<file path="config.mk">
export PLATFORM = sky130hd
export DESIGN_NAME = rss_redirection_rebalancer
export DESIGN_NICKNAME = d
export VERILOG_FILES = /design/src/hdl/rssrb_pkg.sv /design/src/hdl/rssrb_ram.sv /design/src/hdl/rss_redirection_rebalancer.sv
export SDC_FILE = /design/constraint.sdc
export NUM_CORES = 2
export LEC_CHECK = 0
export ABC_CLOCK_PERIOD_IN_PS = 17200
export BUFFER_PORTS_ARGS = -buffer_cell sky130_fd_sc_hd__buf_2
export CAP_MARGIN = 15
export CORE_AREA = 3 3 343 345
export CTS_CLUSTER_SIZE = 28
export DETAILED_ROUTE_END_ITERATION = 10
export DIE_AREA = 0 0 346 348
export GPL_TIMING_DRIVEN = 1
export HOLD_SLACK_MARGIN = 0.02
export MAX_ROUTING_LAYER = met4
export PLACE_DENSITY = 0.73
export SYNTH_ARGS = -nofsm -noshare
export SYNTH_HDL_FRONTEND = slang
export SYNTH_HIERARCHICAL = 1
export SYNTH_SLANG_ARGS = --single-unit
</file>
<file path="constraint.sdc">
create_clock -name clk -period 17.2 [get_ports clk]
set_input_delay 1.72 -clock clk [delete_from_list [all_inputs] [get_ports clk]]
set_output_delay 1.72 -clock clk [all_outputs]
set_load 0.01 [all_outputs]
</file>
<file path="src/hdl/rssrb_pkg.sv">
// Shared types and constants for the receive-steering table rebalancer.
// No dependencies; the top level and the port checker refer to it by scoped names, the bench files import it.
package rssrb_pkg;

  localparam int TABLE_DEPTH = 128;
  localparam int MAX_CORES   = 16;
  localparam int ADDR_W      = 7;   // table entry address
  localparam int CORE_W      = 4;   // stored core id
  localparam int NCORE_W     = 5;   // core count, 0..16
  localparam int CNT_W       = 8;   // entry counts and loads
  localparam int CFG_W       = 8;   // widest config register

  localparam logic [CNT_W-1:0] LOAD_MAX = 8'd255;

  typedef enum logic [1:0] {
    OP_INIT = 2'd0,
    OP_UP   = 2'd1,
    OP_DOWN = 2'd2,
    OP_READ = 2'd3
  } op_t;

  typedef enum logic {
    CFG_TABLE_ENTRIES = 1'b0,
    CFG_CORES_IN_USE  = 1'b1
  } cfg_idx_t;

  typedef enum logic [3:0] {
    S_CLR,
    S_IDLE,
    S_RD,
    S_RD_DONE,
    S_INIT,
    S_MCLR,
    S_DIV,
    S_UP_NEXT,
    S_MAX,
    S_PROBE_RD,
    S_PROBE_CMP,
    S_DN_RD,
    S_DN_CMP,
    S_MIN,
    S_DN_WR,
    S_DONE
  } state_t;

  typedef struct packed {
    op_t                op;
    logic [NCORE_W-1:0] old_cores;
    logic [NCORE_W-1:0] new_cores;
    logic [ADDR_W-1:0]  entry_index;
    logic [CORE_W-1:0]  core_query;
  } in_t;

  typedef struct packed {
    logic               status;
    logic [CNT_W-1:0]   changed_count;
    logic [CORE_W-1:0]  entry_core;
    logic               entry_changed;
    logic [CNT_W-1:0]   core_count;
  } out_t;

endpackage

</file>
<file path="src/hdl/rssrb_ram.sv">
// Generic simple dual-port RAM: one write port, one read port, registered read.
// No dependencies.
module rssrb_ram #(
  parameter int WIDTH = 8,
  parameter int DEPTH = 128
) (
  input  logic                     clk,
  input  logic                     we,
  input  logic [$clog2(DEPTH)-1:0] waddr,
  input  logic [WIDTH-1:0]         wdata,
  input  logic [$clog2(DEPTH)-1:0] raddr,
  output logic [WIDTH-1:0]         rdata
);

  logic [WIDTH-1:0] mem [DEPTH];

  always_ff @(posedge clk) begin
    if (we) begin
      mem[waddr] <= wdata;
    end
    rdata <= mem[raddr];
  end

endmodule

</file>
<file path="src/hdl/rss_redirection_rebalancer.sv">
// Receive-steering table rebalancer, top level. Uses rssrb_pkg and rssrb_ram.
// Throughput: one word in flight; the next word is taken once the result leaves.
// Reset (sync, rst_n low): a clearing pass writes core 0 / mark 0 to every entry;
//   core 0 starts owning 128 entries. Config writes are taken whenever rst_n is high.
module rss_redirection_rebalancer (
  input  logic                             clk,
  input  logic                             rst_n,
  input  logic                             cfg_we,
  input  logic                             cfg_index,
  input  logic [rssrb_pkg::CFG_W-1:0]      cfg_wdata,
  input  logic                             in_valid,
  output logic                             in_stall,
  input  rssrb_pkg::in_t                   in_data,
  output logic                             out_valid,
  input  logic                             out_stall,
  output rssrb_pkg::out_t                  out_data
);

  localparam int CW = rssrb_pkg::CNT_W;
  localparam int KW = rssrb_pkg::NCORE_W;
  localparam int RW = rssrb_pkg::CORE_W;
  localparam int AW = rssrb_pkg::ADDR_W;

  // configuration
  logic [CW-1:0] te_r;
  logic [KW-1:0] ciu_r;

  // control
  rssrb_pkg::state_t state_r, state_nxt;
  rssrb_pkg::in_t    cmd_r, cmd_nxt;
  logic [CW-1:0]     ptr_r, ptr_nxt;       // sweep index, 0..128
  logic [RW-1:0]     deal_r, deal_nxt;     // init round robin core
  logic [CW-1:0]     cnt_r, cnt_nxt;       // entries moved
  logic [CW-1:0]     rem_r, rem_nxt;       // division remainder
  logic [CW-1:0]     share_r, share_nxt;   // entries per new core
  logic [KW-1:0]     j_r, j_nxt;           // receiving core
  logic [CW-1:0]     xfer_r, xfer_nxt;     // transfers to core j so far
  logic [AW-1:0]     k_r, k_nxt;           // persistent scan position
  logic [CW-1:0]     probes_r, probes_nxt;
  logic [KW-1:0]     scan_r, scan_nxt;     // core scan index
  logic [RW-1:0]     best_r, best_nxt;
  logic [CW-1:0]     bestv_r, bestv_nxt;
  logic [RW-1:0]     oc_r, oc_nxt;         // old core of the entry moved down
  logic [CW-1:0]     load_r [rssrb_pkg::MAX_CORES];
  logic [CW-1:0]     load_nxt [rssrb_pkg::MAX_CORES];

  logic              out_valid_r, out_valid_nxt;
  rssrb_pkg::out_t   out_r, out_nxt;

  // memories
  logic          tbl_we, mark_we;
  logic [AW-1:0] tbl_waddr, mark_waddr, rd_addr;
  logic [RW-1:0] tbl_wdata, tbl_rdata;
  logic          mark_wdata, mark_rdata;

  rssrb_ram #(.WIDTH(RW), .DEPTH(rssrb_pkg::TABLE_DEPTH)) u_tbl (
    .clk  (clk),
    .we   (tbl_we),
    .waddr(tbl_waddr),
    .wdata(tbl_wdata),
    .raddr(rd_addr),
    .rdata(tbl_rdata)
  );

  rssrb_ram #(.WIDTH(1), .DEPTH(rssrb_pkg::TABLE_DEPTH)) u_mark (
    .clk  (clk),
    .we   (mark_we),
    .waddr(mark_waddr),
    .wdata(mark_wdata),
    .raddr(rd_addr),
    .rdata(mark_rdata)
  );

  // entries in use, capped at table depth
  logic [CW-1:0] n_used;
  assign n_used = (te_r >= CW'(rssrb_pkg::TABLE_DEPTH)) ? CW'(rssrb_pkg::TABLE_DEPTH) : te_r;

  logic accept, bad_cmd, sweep_last, scan_load_ge, scan_load_lt;
  logic [CW-1:0] scan_load;
  logic [CW:0]   k_inc;

  assign in_stall   = (state_r != rssrb_pkg::S_IDLE) || out_valid_r;
  assign accept     = in_valid && !in_stall;
  assign sweep_last = (ptr_r == CW'(rssrb_pkg::TABLE_DEPTH - 1));
  assign scan_load  = load_r[scan_r[RW-1:0]];
  assign scan_load_ge = (scan_load >= bestv_r);
  assign scan_load_lt = (scan_load < bestv_r);
  assign k_inc      = {2'b00, k_r} + (CW+1)'(1);

  // command legality, checked on the incoming word
  always_comb begin
    case (in_data.op)
      rssrb_pkg::OP_INIT: bad_cmd = (ciu_r == '0) || (ciu_r > KW'(rssrb_pkg::MAX_CORES));
      rssrb_pkg::OP_UP:   bad_cmd = (in_data.old_cores == '0) ||
                                    (in_data.old_cores >= in_data.new_cores) ||
                                    (in_data.new_cores > KW'(rssrb_pkg::MAX_CORES));
      rssrb_pkg::OP_DOWN: bad_cmd = (in_data.new_cores == '0) ||
                                    (in_data.new_cores >= in_data.old_cores) ||
                                    (in_data.old_cores > KW'(rssrb_pkg::MAX_CORES));
      default:            bad_cmd = 1'b0;
    endcase
  end

  // next state
  always_comb begin
    state_nxt = state_r;
    case (state_r)
      rssrb_pkg::S_CLR: begin
        if (sweep_last) state_nxt = rssrb_pkg::S_IDLE;
      end
      rssrb_pkg::S_IDLE: begin
        if (accept && !bad_cmd) begin
          case (in_data.op)
            rssrb_pkg::OP_INIT: state_nxt = rssrb_pkg::S_INIT;
            rssrb_pkg::OP_READ: state_nxt = rssrb_pkg::S_RD;
            default:            state_nxt = rssrb_pkg::S_MCLR;
          endcase
        end
      end
      rssrb_pkg::S_RD:      state_nxt = rssrb_pkg::S_RD_DONE;
      rssrb_pkg::S_RD_DONE: state_nxt = rssrb_pkg::S_IDLE;
      rssrb_pkg::S_INIT: begin
        if (sweep_last) state_nxt = rssrb_pkg::S_DONE;
      end
      rssrb_pkg::S_MCLR: begin
        if (sweep_last) begin
          state_nxt = (cmd_r.op == rssrb_pkg::OP_UP) ? rssrb_pkg::S_DIV : rssrb_pkg::S_DN_RD;
        end
      end
      rssrb_pkg::S_DIV: begin
        if (rem_r < CW'(cmd_r.new_cores)) state_nxt = rssrb_pkg::S_UP_NEXT;
      end
      rssrb_pkg::S_UP_NEXT: begin
        if (j_r == cmd_r.new_cores) state_nxt = rssrb_pkg::S_DONE;
        else if (xfer_r != share_r) state_nxt = rssrb_pkg::S_MAX;
      end
      rssrb_pkg::S_MAX: begin
        if (scan_r == cmd_r.old_cores) state_nxt = rssrb_pkg::S_PROBE_RD;
      end
      rssrb_pkg::S_PROBE_RD: begin
        state_nxt = (probes_r == n_used) ? rssrb_pkg::S_UP_NEXT : rssrb_pkg::S_PROBE_CMP;
      end
      rssrb_pkg::S_PROBE_CMP: begin
        state_nxt = (tbl_rdata == best_r) ? rssrb_pkg::S_UP_NEXT : rssrb_pkg::S_PROBE_RD;
      end
      rssrb_pkg::S_DN_RD: begin
        state_nxt = (ptr_r == n_used) ? rssrb_pkg::S_DONE : rssrb_pkg::S_DN_CMP;
      end
      rssrb_pkg::S_DN_CMP: begin
        state_nxt = (KW'(tbl_rdata) >= cmd_r.new_cores) ? rssrb_pkg::S_MIN : rssrb_pkg::S_DN_RD;
      end
      rssrb_pkg::S_MIN: begin
        if (scan_r == cmd_r.new_cores) state_nxt = rssrb_pkg::S_DN_WR;
      end
      rssrb_pkg::S_DN_WR: state_nxt = rssrb_pkg::S_DN_RD;
      rssrb_pkg::S_DONE:  state_nxt = rssrb_pkg::S_IDLE;
      default:            state_nxt = rssrb_pkg::S_IDLE;
    endcase
  end

  // datapath and memory controls
  always_comb begin
    cmd_nxt    = cmd_r;
    ptr_nxt    = ptr_r;
    deal_nxt   = deal_r;
    cnt_nxt    = cnt_r;
    rem_nxt    = rem_r;
    share_nxt  = share_r;
    j_nxt      = j_r;
    xfer_nxt   = xfer_r;
    k_nxt      = k_r;
    probes_nxt = probes_r;
    scan_nxt   = scan_r;
    best_nxt   = best_r;
    bestv_nxt  = bestv_r;
    oc_nxt     = oc_r;
    load_nxt   = load_r;
    out_nxt    = out_r;
    out_valid_nxt = out_valid_r && out_stall;
    tbl_we     = 1'b0;
    mark_we    = 1'b0;
    tbl_waddr  = ptr_r[AW-1:0];
    mark_waddr = ptr_r[AW-1:0];
    tbl_wdata  = '0;
    mark_wdata = 1'b0;
    rd_addr    = ptr_r[AW-1:0];

    case (state_r)
      rssrb_pkg::S_CLR: begin
        tbl_we  = 1'b1;
        mark_we = 1'b1;
        ptr_nxt = sweep_last ? '0 : ptr_r + CW'(1);
      end
      rssrb_pkg::S_IDLE: begin
        if (accept) begin
          cmd_nxt  = in_data;
          ptr_nxt  = '0;
          deal_nxt = '0;
          cnt_nxt  = '0;
          if (bad_cmd) begin
            out_valid_nxt = 1'b1;
            out_nxt       = '0;
            out_nxt.status = 1'b1;
          end else if (in_data.op == rssrb_pkg::OP_INIT) begin
            for (int c = 0; c < rssrb_pkg::MAX_CORES; c++) load_nxt[c] = '0;
          end
        end
      end
      rssrb_pkg::S_RD: begin
        rd_addr = cmd_r.entry_index;
      end
      rssrb_pkg::S_RD_DONE: begin
        out_valid_nxt         = 1'b1;
        out_nxt               = '0;
        out_nxt.entry_core    = tbl_rdata;
        out_nxt.entry_changed = mark_rdata;
        out_nxt.core_count    = load_r[cmd_r.core_query];
      end
      rssrb_pkg::S_INIT: begin
        mark_we    = 1'b1;
        mark_wdata = (ptr_r < n_used);
        if (ptr_r < n_used) begin
          tbl_we    = 1'b1;
          tbl_wdata = deal_r;
          if (load_r[deal_r] < rssrb_pkg::LOAD_MAX) load_nxt[deal_r] = load_r[deal_r] + CW'(1);
          cnt_nxt   = cnt_r + CW'(1);
          deal_nxt  = (KW'(deal_r) + KW'(1) == ciu_r) ? '0 : deal_r + RW'(1);
        end
        ptr_nxt = ptr_r + CW'(1);
      end
      rssrb_pkg::S_MCLR: begin
        mark_we = 1'b1;
        ptr_nxt = sweep_last ? '0 : ptr_r + CW'(1);
        rem_nxt   = n_used;
        share_nxt = '0;
      end
      rssrb_pkg::S_DIV: begin
        if (rem_r >= CW'(cmd_r.new_cores)) begin
          rem_nxt   = rem_r - CW'(cmd_r.new_cores);
          share_nxt = share_r + CW'(1);
        end else begin
          j_nxt    = cmd_r.old_cores;
          xfer_nxt = '0;
          k_nxt    = '0;
        end
      end
      rssrb_pkg::S_UP_NEXT: begin
        if (j_r != cmd_r.new_cores) begin
          if (xfer_r == share_r) begin
            j_nxt    = j_r + KW'(1);
            xfer_nxt = '0;
          end else begin
            scan_nxt  = '0;
            best_nxt  = '0;
            bestv_nxt = '0;
          end
        end
      end
      rssrb_pkg::S_MAX: begin
        // last most-loaded core wins ties
        if (scan_r != cmd_r.old_cores) begin
          if (scan_load_ge) begin
            bestv_nxt = scan_load;
            best_nxt  = scan_r[RW-1:0];
          end
          scan_nxt = scan_r + KW'(1);
        end else begin
          probes_nxt = '0;
        end
      end
      rssrb_pkg::S_PROBE_RD: begin
        rd_addr = k_r;
        if (probes_r == n_used) xfer_nxt = xfer_r + CW'(1);   // donor absent: skip
      end
      rssrb_pkg::S_PROBE_CMP: begin
        if (tbl_rdata == best_r) begin
          tbl_we     = 1'b1;
          mark_we    = 1'b1;
          tbl_waddr  = k_r;
          mark_waddr = k_r;
          tbl_wdata  = j_r[RW-1:0];
          mark_wdata = 1'b1;
          if (load_r[best_r] != '0) load_nxt[best_r] = load_r[best_r] - CW'(1);
          if (load_r[j_r[RW-1:0]] < rssrb_pkg::LOAD_MAX) begin
            load_nxt[j_r[RW-1:0]] = load_r[j_r[RW-1:0]] + CW'(1);
          end
          cnt_nxt  = cnt_r + CW'(1);
          xfer_nxt = xfer_r + CW'(1);
        end else begin
          k_nxt      = (k_inc == (CW+1)'(n_used)) ? '0 : k_inc[AW-1:0];
          probes_nxt = probes_r + CW'(1);
        end
      end
      rssrb_pkg::S_DN_RD: begin
        rd_addr = ptr_r[AW-1:0];
      end
      rssrb_pkg::S_DN_CMP: begin
        if (KW'(tbl_rdata) >= cmd_r.new_cores) begin
          oc_nxt    = tbl_rdata;
          scan_nxt  = KW'(1);
          best_nxt  = '0;
          bestv_nxt = load_r[0];
        end else begin
          ptr_nxt = ptr_r + CW'(1);
        end
      end
      rssrb_pkg::S_MIN: begin
        // first least-loaded core wins ties
        if (scan_r != cmd_r.new_cores) begin
          if (scan_load_lt) begin
            bestv_nxt = scan_load;
            best_nxt  = scan_r[RW-1:0];
          end
          scan_nxt = scan_r + KW'(1);
        end
      end
      rssrb_pkg::S_DN_WR: begin
        tbl_we     = 1'b1;
        mark_we    = 1'b1;
        tbl_wdata  = best_r;
        mark_wdata = 1'b1;
        if (load_r[oc_r] != '0) load_nxt[oc_r] = load_r[oc_r] - CW'(1);
        if (load_r[best_r] < rssrb_pkg::LOAD_MAX) load_nxt[best_r] = load_r[best_r] + CW'(1);
        cnt_nxt = cnt_r + CW'(1);
        ptr_nxt = ptr_r + CW'(1);
      end
      rssrb_pkg::S_DONE: begin
        out_valid_nxt         = 1'b1;
        out_nxt               = '0;
        out_nxt.changed_count = cnt_r;
      end
      default: begin
      end
    endcase
  end

  always_ff @(posedge clk) begin
    if (!rst_n) begin
      state_r     <= rssrb_pkg::S_CLR;
      ptr_r       <= '0;
      out_valid_r <= 1'b0;
      te_r        <= CW'(rssrb_pkg::TABLE_DEPTH);
      ciu_r       <= KW'(1);
      // core 0 owns the whole table
      for (int c = 0; c < rssrb_pkg::MAX_CORES; c++) begin
        load_r[c] <= (c == 0) ? CW'(rssrb_pkg::TABLE_DEPTH) : '0;
      end
    end else begin
      state_r     <= state_nxt;
      ptr_r       <= ptr_nxt;
      out_valid_r <= out_valid_nxt;
      load_r      <= load_nxt;
      if (cfg_we) begin
        case (cfg_index)
          rssrb_pkg::CFG_TABLE_ENTRIES: te_r  <= cfg_wdata;
          rssrb_pkg::CFG_CORES_IN_USE:  ciu_r <= cfg_wdata[KW-1:0];
          default: begin
          end
        endcase
      end
    end
  end

  // payload and working registers, no reset
  always_ff @(posedge clk) begin
    cmd_r    <= cmd_nxt;
    deal_r   <= deal_nxt;
    cnt_r    <= cnt_nxt;
    rem_r    <= rem_nxt;
    share_r  <= share_nxt;
    j_r      <= j_nxt;
    xfer_r   <= xfer_nxt;
    k_r      <= k_nxt;
    probes_r <= probes_nxt;
    scan_r   <= scan_nxt;
    best_r   <= best_nxt;
    bestv_r  <= bestv_nxt;
    oc_r     <= oc_nxt;
    out_r    <= out_nxt;
  end

  assign out_valid = out_valid_r;
  assign out_data  = out_r;

endmodule

</file>
==> results.json <==
{
  "seq_area_frac_synth": 0.483,
  "area_of_the_core_sq_um": 115000,
  "period_share": 0.410,
  "cts_resized": 0,
  "die_width_um": 346,
  "timing.critical_path.arrival_ns": 7.63,
  "place.detailed.hpwl_um": 129000,
  "cts-root-buf": "clkbuf_16",
  "initial_utilization": 0.471,
  "area_used_by_multi_input_combinational_logic_sq_um": 26000,
  "min_path_cells": 2,
  "switching_power_mw": 1.06,
  "report.final.setup_viol": 0,
  "die-area_sq_um": 120000,
  "pre_cts_slack_ns": 10.18,
  "seq_power_share": 0.508,
  "final.setup.worst_slack_ns": 10.15,
  "netlist.top_cell.by_area": "edfxtp_1",
  "timing.critical_path.depth": 11,
  "grt_usage": 0.328,
  "outcome": "completed",
  "cp_capture_type": "flip-flop",
  "cts_tree": "built",
  "pwr-share-comb": 0.043,
  "intPower_mw": 3.68,
  "io_pins": 61,
  "drt_first_pass_iters": 8,
  "synthArstFlopShare": 0,
  "synth_top_area_share": 0.424,
  "power.static_leakage_nw": 17.7,
  "post_layout_nonfiller_instances": 6088,
  "p_clk_frac": 0.449,
  "ys_seq_elements": 921,
  "number_of_max_slew_violations_in_the_final_report": 0,
  "skew_ns": 0.0556,
  "path_category_of_the_worst_min_delay_check": "flip-flop to flip-flop",
  "fin_nets": 4586,
  "vias": 43700,
  "power.switching_fraction": 0.223,
  "post_synth_inst_count": 4666,
  "regToRegSetupSlack_ns": 10.15,
  "post_dr_wirelength_cell_um": 32.4,
  "clockBufferDepth": 3,
  "fmax_mhz": 142,
  "netlist-cell-type-count": 86,
  "postCtsHoldBufs": 0,
  "cts.htree.levels": 3,
  "drc_errors": 0,
  "route.final.wire_length_um": 197000,
  "path_cells": "nand2_1, nor3_1, a22oi_1, nand2_4, buf_4, buf_4, buf_4, mux4_2, mux4_2, mux4_2, mux2_2",
  "insertion_delay_ns": 0.71,
  "powerDensity_nw_per_um2": 80.6,
  "slowest_stage": "buf_4",
  "routabilityCongestion": 1.10,
  "synth.yosys.warnings": 6,
  "grt_overflow_total": 0,
  "required_ns": 17.78,
  "max-cap-violations": 0,
  "reg2reg_depth": 11,
  "peak_supply_drop_mv": 0.117,
  "fin_crit_ns": 7.05,
  "yosys.area_share.xor_xnor": 0.0194,
  "grt_first_pass_wirelength_um": 285000,
  "cts.clk_slew.worst_paths_ns": 0.06,
  "synth.avg_cell_area_sq_um": 11.6,
  "cpLargestDelayFamily": "buffers and inverters",
  "setup.worst_path.class": "flip-flop to flip-flop",
  "regArea_sq_um": 26100,
  "synth_ff_type": "edfxtp_1",
  "syn-num-nets": 4761,
  "drt_iter0_markers": 7678,
  "number_of_antenna_violations_at_the_first_check_in_global_routing": 8,
  "setup-tns-final_ns": 0,
  "portBuffers": 60,
  "syn_area_sq_um": 54000,
  "worstPathMaxFanout": 53,
  "rsz_0062_raised_after_global_routing": "false",
  "core.rowCount": 124,
  "dominant_combinational_cell_family_by_area_after_synthesis": "multiplexers",
  "timing.critical_path.from_type": "flip-flop",
  "worst-path-buf-inv": 3,
  "synth_simple_gate_area_share": 0.113,
  "nFillCells": 9717,
  "worst-slew-pin-transition_ns": 1.38,
  "stage_delay_of_the_slowest_cell_on_the_critical_path_ns": 0.88,
  "power.total_mw": 4.73,
  "synth_compound_gate_area_share": 0.141,
  "drive_gt1_frac": 0.187,
  "die_height_um": 348,
  "num_cts_buffers": 92,
  "post-cts-setup-buffer-count": 0,
  "multiplexer_area_fraction_after_synthesis": 0.190,
  "via_per_inst": 7.18,
  "placed_cells_incl_taps": 5906,
  "clkSinkCount": 921,
  "synthTopCellsByArea": "edfxtp_1, mux4_2, dfxtp_1",
  "ant_nets": 0,
  "maxSlewHeadroom": 0.0770,
  "post_synth_edffs": 762,
  "syn2layout_area_growth_pct": 8.78,
  "number_of_global_route_vias_before_repair": 40800,
  "largest_net_degree_at_the_start_of_global_routing": 130,
  "hold_violations": 0,
  "synthAdderAreaFrac": 0.0136
}
-- metrics by stage --
stage	util	hold slack (ns)	area (sq um)
2_1_floorplan	-	0.432	54000
3_3_place_gp	0.484	0.445	55500
3_5_place_dp	0.484	0.448	55500
4_1_cts	0.512	0.460	58700
5_1_grt	0.513	0.482	58700
6_report	0.513	0.468	58700
-- final cells by class --
| cell class | instances | area share |
|---|---|---|
| clock buffers | 116 | 0.0421 |
| well taps | 1512 | 0.0322 |
| multi-input cells | 3227 | 0.443 |
| diodes | 9 | 0.000384 |
| inverters | 53 | 0.00347 |
| clock inverters | 54 | 0.0121 |
| flip-flops and latches | 921 | 0.444 |
| repair buffers | 196 | 0.0228 |
-- power by group through the flow --
stage | clock (mW) | sequential (mW) | combinational [mW]
after global routing | 2.22 | 2.40 | 0.216
after CTS | 2.14 | 2.40 | 0.204
after detailed placement | 0 | 2.45 | 0.201
after floorplan | 0 | 2.44 | 0.145
final | 2.13 | 2.40 | 0.205
after global placement | 0 | 2.45 | 0.197
-- cells by family (layout without fill, tap and decap cells) --
group,count (synthesis),count (layout)
flip-flops,921,921
XOR/XNOR,119,119
adder cells (fa/ha/maj),58,58
buffers and inverters,518,419
other,0,9
AND/OR/NAND/NOR,1379,1379
multiplexers,538,538
AO/OA/AOI/OAI,1133,1133
-- synth_stat cells, drive strengths merged (61+ instances only) --
library cell    n
mux4          384
a22oi          63
mux2i         107
nand2         377
a31oi          71
dfxtp         159
buf           191
a21oi         245
clkbuf        274
edfxtp        762
nor3           85
o21ai         254
nor2          583
xor2           61
a211oi        123
o211ai        100
nand3         104
-- state kept, by name, indices dropped and copies added, names as in the netlist, 5 cells and up --
signal,count
out_data,22
u_mark/mem,128
j_r,5
cmd_r,23
u_tbl/mem,512
ciu_r,5
cnt_r,8
load_r,128
bestv_r,8
ptr_r,8
te_r,8
xfer_r,8
share_r,8
probes_r,8
k_r,7
scan_r,5
rem_r,8
-- cell usage in the layout, fill, tap and decap left out, types with 13 or more instances in the layout --
cell type	synthesis	layout
o221a_2	18	18
a21oi_1	229	229
nand2_1	375	371
buf_2	75	59
and3_1	29	29
a31oi_1	71	71
inv_1	53	49
and2_1	46	46
a211o_1	29	29
mux2i_1	107	106
edfxtp_1	762	762
o211ai_1	99	99
a21oi_2	16	16
a221oi_1	42	42
nor2b_1	55	55
o22ai_1	38	38
o32a_1	17	17
mux2_2	47	47
a41oi_1	16	16
nand4_1	20	20
nand3_1	104	104
nor4_1	16	16
clkbuf_16	0	92
clkinv_1	0	13
ha_1	57	57
a211oi_1	123	116
clkinv_2	0	22
mux4_2	377	377
dfxtp_1	159	159
a2111oi_0	42	42
a22oi_1	61	61
nor3_1	83	81
buf_4	12	135
clkbuf_1	270	16
xor2_1	61	56
nor2_1	583	577
xnor2_1	57	52
o21ai_0	252	246
nand2b_1	28	28
-- worst min-delay path: stages, from the launching register on --
cell     delay [ns]
dfxtp_1        0.31
nand2_1        0.05
a21oi_1        0.05
-- final timing paths --
check,startpoint,end
max,state_r[1],u_tbl/rdata[2]
min,te_r[6],te_r[6]
max reg2reg,state_r[1],u_tbl/rdata[2]
min reg2reg,te_r[6],te_r[6]
-- layer usage --
| metal | vias up | wire [um] | track usage |
|---|---|---|---|
| met3 | 1004 | 28000 | 0.102 |
| met4 | 0 | 15400 | 0.194 |
| met5 | - | 0 | - |
| met1 | 21200 | 69500 | 0.412 |
| met2 | 3766 | 84100 | 0.470 |
| li1 | 17700 | - | - |
No activity file was read; power rests on OpenSTA's default activity.
